### src/rtl/ppce_pkg.sv
// Shared types and constants for the packed pixel channel expander.
package ppce_pkg;

  localparam int PIX_W   = 16;  // packed source pixel
  localparam int CH_W    = 8;   // expanded channel
  localparam int BITS_W  = 4;   // channel width register
  localparam int OFF_W   = 6;   // channel offset, up to three widths summed
  localparam int VAL_W   = 15;  // widest extracted channel value
  localparam int X_W     = VAL_W + CH_W;  // value * 255
  localparam int RECIP_K = X_W;           // reciprocal scale, 2^RECIP_K
  localparam int RECIP_W = RECIP_K + 1;
  localparam int NUM_STG = 4;   // register stages from input to output

  localparam logic [CH_W-1:0] FULL8 = CH_W'((1 << CH_W) - 1);

  // Configuration register indexes
  localparam logic [1:0] REG_ALPHA = 2'd0;
  localparam logic [1:0] REG_RED   = 2'd1;
  localparam logic [1:0] REG_GREEN = 2'd2;
  localparam logic [1:0] REG_BLUE  = 2'd3;

  // floor(2^RECIP_K / (2^b - 1)) for each channel width b; width zero is unused
  localparam logic [RECIP_W-1:0] RECIP [16] = '{
    RECIP_W'(0),
    RECIP_W'((64'd1 << RECIP_K) / 64'd1),
    RECIP_W'((64'd1 << RECIP_K) / 64'd3),
    RECIP_W'((64'd1 << RECIP_K) / 64'd7),
    RECIP_W'((64'd1 << RECIP_K) / 64'd15),
    RECIP_W'((64'd1 << RECIP_K) / 64'd31),
    RECIP_W'((64'd1 << RECIP_K) / 64'd63),
    RECIP_W'((64'd1 << RECIP_K) / 64'd127),
    RECIP_W'((64'd1 << RECIP_K) / 64'd255),
    RECIP_W'((64'd1 << RECIP_K) / 64'd511),
    RECIP_W'((64'd1 << RECIP_K) / 64'd1023),
    RECIP_W'((64'd1 << RECIP_K) / 64'd2047),
    RECIP_W'((64'd1 << RECIP_K) / 64'd4095),
    RECIP_W'((64'd1 << RECIP_K) / 64'd8191),
    RECIP_W'((64'd1 << RECIP_K) / 64'd16383),
    RECIP_W'((64'd1 << RECIP_K) / 64'd32767)
  };

  // Per-stage load strobes from the pipeline control to the channel lanes
  typedef struct packed {
    logic [NUM_STG-1:0] load;
  } pipe_ctl_t;

endpackage

### src/rtl/packed_pixel_channel_expand.sv
// Top level of the packed pixel channel expander.
// Throughput: one pixel per clock while out_tready holds high; four register stages
// per channel lane, each stage one narrow multiply or one add and compare, with ready
// rippling back stage by stage.
// Reset (synchronous, rst_n low): empty the pipeline and load the channel widths
// alpha 1, red 5, green 5, blue 5.
module packed_pixel_channel_expand (
  input  logic        clk,
  input  logic        rst_n,
  // configuration write port
  input  logic        cfg_wr_en,
  input  logic [1:0]  cfg_addr,
  input  logic [3:0]  cfg_wdata,
  // input stream
  input  logic        in_tvalid,
  output logic        in_tready,
  input  logic [15:0] in_tdata,    // [15:0] pixel
  input  logic        in_tlast,    // last_in
  // output stream
  output logic        out_tvalid,
  input  logic        out_tready,
  output logic [31:0] out_tdata,   // [7:0] red, [15:8] green, [23:16] blue, [31:24] alpha
  output logic        out_tlast    // last_out
);
  import ppce_pkg::*;

  // ---------------------------------------------------------------------------
  // Channel width registers, to be written only while the pipeline is drained;
  // the block does not enforce it. Offsets are formed from the live registers.
  // ---------------------------------------------------------------------------
  logic [BITS_W-1:0] alpha_bits_r, red_bits_r, green_bits_r, blue_bits_r;

  always_ff @(posedge clk) begin
    if (!rst_n) begin
      alpha_bits_r <= BITS_W'(1);
      red_bits_r   <= BITS_W'(5);
      green_bits_r <= BITS_W'(5);
      blue_bits_r  <= BITS_W'(5);
    end else if (cfg_wr_en) begin
      case (cfg_addr)
        REG_ALPHA: alpha_bits_r <= cfg_wdata;
        REG_RED:   red_bits_r   <= cfg_wdata;
        REG_GREEN: green_bits_r <= cfg_wdata;
        REG_BLUE:  blue_bits_r  <= cfg_wdata;
        default: ;
      endcase
    end
  end

  // Channel layout: blue at bit 0, then green, red, alpha going up.
  // An offset at or past bit 16 makes the lane read zero.
  logic [OFF_W-1:0] off_g, off_r, off_a;

  assign off_g = OFF_W'(blue_bits_r);
  assign off_r = off_g + OFF_W'(green_bits_r);
  assign off_a = off_r + OFF_W'(red_bits_r);

  // ---------------------------------------------------------------------------
  // Pipeline control: one valid bit per stage, each stage refills as soon as
  // its contents move on, so bubbles close up while the output waits and the
  // input stalls only once all four stages hold work.
  // ---------------------------------------------------------------------------
  pipe_ctl_t ctl;

  ppce_ctrl u_ctrl (
    .clk       (clk),
    .rst_n     (rst_n),
    .in_valid  (in_tvalid),
    .in_last   (in_tlast),
    .in_ready  (in_tready),
    .out_valid (out_tvalid),
    .out_last  (out_tlast),
    .out_ready (out_tready),
    .ctl       (ctl)
  );

  // ---------------------------------------------------------------------------
  // Four identical lanes. Each scales its field by 255/(2^b - 1) with a
  // reciprocal multiply and a single-step correction. A zero-width colour
  // gives 0; a zero-width alpha gives fully opaque.
  // ---------------------------------------------------------------------------
  logic [CH_W-1:0] red, green, blue, alpha;

  ppce_widen u_red (
    .clk (clk), .ctl (ctl), .pixel (in_tdata),
    .bits (red_bits_r), .offset (off_r), .zero_val ('0), .chan (red)
  );

  ppce_widen u_green (
    .clk (clk), .ctl (ctl), .pixel (in_tdata),
    .bits (green_bits_r), .offset (off_g), .zero_val ('0), .chan (green)
  );

  ppce_widen u_blue (
    .clk (clk), .ctl (ctl), .pixel (in_tdata),
    .bits (blue_bits_r), .offset ('0), .zero_val ('0), .chan (blue)
  );

  ppce_widen u_alpha (
    .clk (clk), .ctl (ctl), .pixel (in_tdata),
    .bits (alpha_bits_r), .offset (off_a), .zero_val (FULL8), .chan (alpha)
  );

  // Pack the result fields, first field in the lowest byte.
  assign out_tdata = {alpha, blue, green, red};

endmodule

### src/rtl/ppce_ctrl.sv
// Valid/ready control for the expander pipeline, with the last-pixel mark.
module ppce_ctrl (
  input  logic               clk,
  input  logic               rst_n,
  input  logic               in_valid,
  input  logic               in_last,
  output logic               in_ready,
  output logic               out_valid,
  output logic               out_last,
  input  logic               out_ready,
  output ppce_pkg::pipe_ctl_t ctl
);
  import ppce_pkg::*;

  logic [NUM_STG-1:0] vld_r;
  logic [NUM_STG-1:0] vld_nxt;
  logic [NUM_STG-1:0] last_r;
  logic [NUM_STG-1:0] rdy;

  // A stage takes new data when empty or when its contents move on
  always_comb begin
    rdy[NUM_STG-1] = !vld_r[NUM_STG-1] || out_ready;
    for (int i = NUM_STG-2; i >= 0; i--) begin
      rdy[i] = !vld_r[i] || rdy[i+1];
    end
  end

  always_comb begin
    vld_nxt = vld_r;
    if (rdy[0]) begin
      vld_nxt[0] = in_valid;
    end
    for (int i = 1; i < NUM_STG; i++) begin
      if (rdy[i]) begin
        vld_nxt[i] = vld_r[i-1];
      end
    end
  end

  always_ff @(posedge clk) begin
    if (!rst_n) begin
      vld_r <= '0;
    end else begin
      vld_r <= vld_nxt;
    end
  end

  always_ff @(posedge clk) begin
    if (rdy[0]) begin
      last_r[0] <= in_last;
    end
    for (int i = 1; i < NUM_STG; i++) begin
      if (rdy[i]) begin
        last_r[i] <= last_r[i-1];
      end
    end
  end

  assign ctl.load  = rdy;
  assign in_ready  = rdy[0];
  assign out_valid = vld_r[NUM_STG-1];
  assign out_last  = last_r[NUM_STG-1];

endmodule

### src/rtl/ppce_widen.sv
// One channel lane: extract the field and scale it to 8 bits over four stages.
module ppce_widen (
  input  logic                            clk,
  input  ppce_pkg::pipe_ctl_t             ctl,
  input  logic [ppce_pkg::PIX_W-1:0]      pixel,
  input  logic [ppce_pkg::BITS_W-1:0]     bits,
  input  logic [ppce_pkg::OFF_W-1:0]      offset,
  input  logic [ppce_pkg::CH_W-1:0]       zero_val,
  output logic [ppce_pkg::CH_W-1:0]       chan
);
  import ppce_pkg::*;

  // Stage 1: extract value, form v*255
  logic [PIX_W-1:0]   shifted;
  logic [PIX_W-1:0]   mask;
  logic [VAL_W-1:0]   val;
  logic [X_W-1:0]     x1_r;
  logic [BITS_W-1:0]  b1_r;

  always_comb begin
    shifted = pixel >> offset[3:0];
    mask    = (PIX_W'(1) << bits) - PIX_W'(1);
    if (offset >= OFF_W'(PIX_W)) begin
      val = '0;
    end else begin
      val = VAL_W'(shifted & mask);
    end
  end

  always_ff @(posedge clk) begin
    if (ctl.load[0]) begin
      x1_r <= {val, {CH_W{1'b0}}} - X_W'(val);
      b1_r <= bits;
    end
  end

  // Stage 2: quotient estimate by reciprocal, low by at most one
  logic [X_W+RECIP_W-1:0] prod;
  logic [CH_W-1:0]        q2_r;
  logic [X_W-1:0]         x2_r;
  logic [BITS_W-1:0]      b2_r;

  assign prod = (X_W+RECIP_W)'(x1_r) * (X_W+RECIP_W)'(RECIP[b1_r]);

  always_ff @(posedge clk) begin
    if (ctl.load[1]) begin
      q2_r <= prod[RECIP_K+CH_W-1:RECIP_K];
      x2_r <= x1_r;
      b2_r <= b1_r;
    end
  end

  // Stage 3: multiply the estimate back by the divisor
  logic [VAL_W-1:0] div;
  logic [X_W-1:0]   qd3_r;
  logic [CH_W-1:0]  q3_r;
  logic [X_W-1:0]   x3_r;
  logic [VAL_W-1:0] d3_r;
  logic             zero3_r;

  assign div = VAL_W'((PIX_W'(1) << b2_r) - PIX_W'(1));

  always_ff @(posedge clk) begin
    if (ctl.load[2]) begin
      qd3_r   <= X_W'(q2_r) * X_W'(div);
      q3_r    <= q2_r;
      x3_r    <= x2_r;
      d3_r    <= div;
      zero3_r <= (b2_r == '0);
    end
  end

  // Stage 4: bump the estimate when the remainder reaches the divisor
  logic [X_W-1:0]  rem;
  logic [CH_W-1:0] q_fix;
  logic [CH_W-1:0] chan_r;

  always_comb begin
    rem   = x3_r - qd3_r;
    q_fix = q3_r + CH_W'(rem >= X_W'(d3_r));
  end

  always_ff @(posedge clk) begin
    if (ctl.load[3]) begin
      chan_r <= zero3_r ? zero_val : q_fix;
    end
  end

  assign chan = chan_r;

endmodule
### config.mk
export PLATFORM = sky130hd
export DESIGN_NAME = packed_pixel_channel_expand
export DESIGN_NICKNAME = d
export VERILOG_FILES = /design/src/rtl/ppce_pkg.sv /design/src/rtl/packed_pixel_channel_expand.sv /design/src/rtl/ppce_ctrl.sv /design/src/rtl/ppce_widen.sv
export SDC_FILE = /design/constraint.sdc
export NUM_CORES = 2
export LEC_CHECK = 0
export BUFFER_PORTS_ARGS = -buffer_cell sky130_fd_sc_hd__buf_2
export CAP_MARGIN = 20
export CORE_MARGIN = 1.5
export CORE_UTILIZATION = 40
export CTS_CLUSTER_DIAMETER = 60
export DETAILED_ROUTE_END_ITERATION = 10
export HOLD_SLACK_MARGIN = 0.1
export PLACE_DENSITY_LB_ADDON = 0.12
export SYNTH_ARGS = -nofsm -noshare
export SYNTH_HDL_FRONTEND = slang
export SYNTH_SLANG_ARGS = --single-unit
export TNS_END_PERCENT = 100
### constraint.sdc
create_clock -name clk -period 19.2 [get_ports clk]
set_clock_uncertainty 0.15 [all_clocks]
set_input_delay 1.92 -clock clk [delete_from_list [all_inputs] [get_ports clk]]
set_output_delay 1.92 -clock clk [all_outputs]
set_load 0.05 [all_outputs]
==> flow_summary.json <==
{
  "seq_area_frac_synth_pct": 19.5,
  "first_iter_violations": 3411,
  "min_path_type": "reg -> reg",
  "min_to": "u_blue.x3_r[0]",
  "hp-start": "u_blue.x2_r[0]",
  "ant_nets": 0,
  "critPathArrivalTime_ns": 10.13,
  "grt_pass1_wl_microns": 381000,
  "hold_buffers": 0,
  "clockBufferDepth": 3,
  "drive_gt1_share_pct": 4.90,
  "place_hpwl_microns": 186000,
  "mappedNetlistNets": 11500,
  "tightestPinTransition_ns": 1.07,
  "crit_path_max_fanout": 23,
  "layout_common_cells": "inv_1 (1989), fa_1 (1386), ha_1 (928), nand2_1 (901), and2_1 (798)",
  "nets": 11400,
  "cp-start-kind": "register",
  "drc": 0,
  "r2r-start": "u_blue.b1_r[2]",
  "ctsResizeCount": 0,
  "p_leak_nw": 46.0,
  "dieHeight_microns": 475,
  "hold_viol": 0,
  "rsz0062_at_grt": "false",
  "crit_type": "reg -> reg",
  "finalCritPeriodShare_pct": 51.2,
  "cts_max_level": 3,
  "ys_warn_count": 0,
  "drv_cap": 0,
  "synth_edf_count": 564,
  "syn_avg_cell_area_sq_um": 9.70,
  "fp.coreArea_sq_mm": 0.222,
  "cpPeakStageDelay_ns": 0.78,
  "fill_cells": 21500,
  "rows": 173,
  "ir_worst_vdd_mv": 0.361,
  "final_common_cell": "inv_1",
  "clock_latency_ns": 0.70,
  "wl_microns": 238000,
  "initial_utilization_pct": 40.2,
  "fin_setup_tns_ns": 0,
  "die_x_microns": 475,
  "ys.flop_type": "edfxtp_1",
  "seqCellArea_sq_mm": 0.0173,
  "clk_pin_slew_worst_paths_ns": 0.06,
  "cts.sinks": 584,
  "path_common_cell": "fa_1",
  "worst-r2r-cell-count": 26,
  "vias": 61200,
  "rr_endpoint": "u_blue.q2_r[7]",
  "grt_pass1_vias": 66300,
  "cts_tree": "built",
  "grt_max_degree": 77,
  "fmaxAchievable_mhz": 102,
  "ys_seq_elements": 584,
  "ioPinCount": 63,
  "drv_slew": 0,
  "final_cell_count_no_fill": 12200,
  "synthToLayoutAreaGrowth_pct": 7.19,
  "globalplace.congestion": 0.873,
  "min_path_cells": 0,
  "hold_slack_ns": 0.247,
  "avgRoutedWirePerCell_microns": 19.6,
  "viasPerCell": 5.04,
  "multi_input_area_sq_mm": 0.0630,
  "overflow": 0,
  "r2r_slack_ns": 9.36,
  "synthDistinctLibCells": 92,
  "powerDensity_mw_per_mm2": 179,
  "grt_usage_pct": 21.7,
  "post_cts_buffers": 0,
  "endpoint_kind": "register",
  "final-setup-viol-count": 0,
  "post-place-cells": 12000,
  "critical_path_required_ns": 19.50,
  "cts_root_buf": "clkbuf_16",
  "syn_area_sq_mm": 0.0891,
  "relSlewSlack_pct": 27.9,
  "ys_async_sr_fraction_pct": 0,
  "status": "completed",
  "period_minus_slack_ns": 9.84,
  "crit_slowest_cell": "o21ai_0",
  "port_buffers": 62,
  "drt-pass1-iter-count": 6,
  "die_area_sq_mm": 0.226,
  "syn-instance-count": 9182,
  "cts_made_buffers": 82,
  "antenna_found_initial": 32
}
## routing by layer
metal	vias up	track usage (%)	wire, microns
met3	289	1.89	9280
met5	-	0	0
met2	1343	37.4	116000
met4	0	5.60	5450
met1	31100	29.4	107000
li1	28500	-	-
## power by group
part	internal (W)	switching (W)	leakage, nW
sequential	0.00238	0.000604	6.24
combinational	0.00542	0.00716	38.5
clock	0.000870	0.000622	1.29
## how the worst max path moves through the flow
| stage | start | slack [ns] | depth (start not counted) | to |
|---|---|---|---|---|
| final | u_blue.b1_r[2] | 9.36 | 26 | u_blue.q2_r[7] |
| after global routing | u_blue.b1_r[2] | 8.65 | 26 | u_blue.q2_r[7] |
| after CTS | u_blue.b1_r[2] | 9.30 | 26 | u_blue.q2_r[7] |
| after detailed placement | u_blue.b1_r[2] | 9.27 | 26 | u_blue.q2_r[7] |
| after global placement | u_blue.b1_r[2] | 9.34 | 26 | u_blue.q2_r[7] |
| after floorplan | out_tready | 10.19 | 2 | u_alpha.d3_r[0] |
## cells by family (layout without fill, tap and decap cells)
| group | count (synthesis) | count (layout) | synth area share (%) |
|---|---|---|---|
| and+or+nand+nor | 2707 | 2707 | 15.5 |
| buffers and inverters | 2348 | 2338 | 9.96 |
| adders and majority gates | 2314 | 2314 | 44.2 |
| AOI/OAI and AO/OA | 749 | 749 | 5.50 |
| DFF | 584 | 584 | 19.5 |
| xor gates and xnor gates | 375 | 375 | 3.69 |
| muxes | 105 | 105 | 1.71 |
| other | 0 | 10 | 0 |
## metrics by stage
step	utilization, %	setup slack [ns]	power (W)	cell area (sq um)
after floorplan	-	10.19	0.0122	89100
after global placement	41.8	9.34	0.0155	92800
after detailed placement	41.8	9.27	0.0156	92800
after CTS	43.0	9.30	0.0174	95500
after global routing	43.0	8.65	0.0192	95500
final	43.0	9.36	0.0171	95500
## synth_stat cells (79+ instances only)
cell / n / area share (%)
inv_1: 1991 / 8.4
fa_1: 1386 / 31
ha_1: 928 / 13
nand2_1: 903 / 3.8
and2_1: 798 / 5.6
edfxtp_1: 564 / 19
clkbuf_1: 322 / 1.4
nor2_1: 291 / 1.2
xnor2_1: 256 / 2.5
a21oi_1: 195 / 1.1
o21ai_0: 147 / 0.83
nor2b_1: 135 / 0.95
and3_1: 126 / 0.88
xor2_1: 119 / 1.2
nand3_1: 118 / 0.66
a21o_1: 89 / 0.75
nor3_1: 89 / 0.50
nand2b_1: 79 / 0.55
## registers in the layout, summed over array words and instances (netlist names), 15 cells and up
name / count
u_alpha.qd3_r: 23
u_alpha.x1_r: 23
u_alpha.x2_r: 23
u_alpha.x3_r: 23
u_blue.qd3_r: 23
u_blue.x1_r: 23
u_blue.x2_r: 23
u_blue.x3_r: 23
u_green.qd3_r: 23
u_green.x1_r: 23
u_green.x2_r: 23
u_green.x3_r: 23
u_red.qd3_r: 23
u_red.x1_r: 23
u_red.x2_r: 23
u_red.x3_r: 23
u_alpha.d3_r: 15
u_blue.d3_r: 15
u_green.d3_r: 15
u_red.d3_r: 15
## layout make-up
class	instances	area share [%]
flip-flops and latches	584	18.2
diodes	10	0.0262
inverters	1992	7.83
multi-input cells	6250	65.9
repair buffers	194	1.37
well taps	2975	3.90
clock buffers	96	2.20
clock inverters	56	0.601
## worst max-delay path, delay by kind of cell (launching register included)
family          cells  cell delay [ns]
flops               1             0.69
xor+xnor            2             0.35
simple gates        3             1.11
fa+ha+maj           8             3.77
compound gates     10             3.38
buf+inv             3             0.14
(Power assumes the default switching activity.)
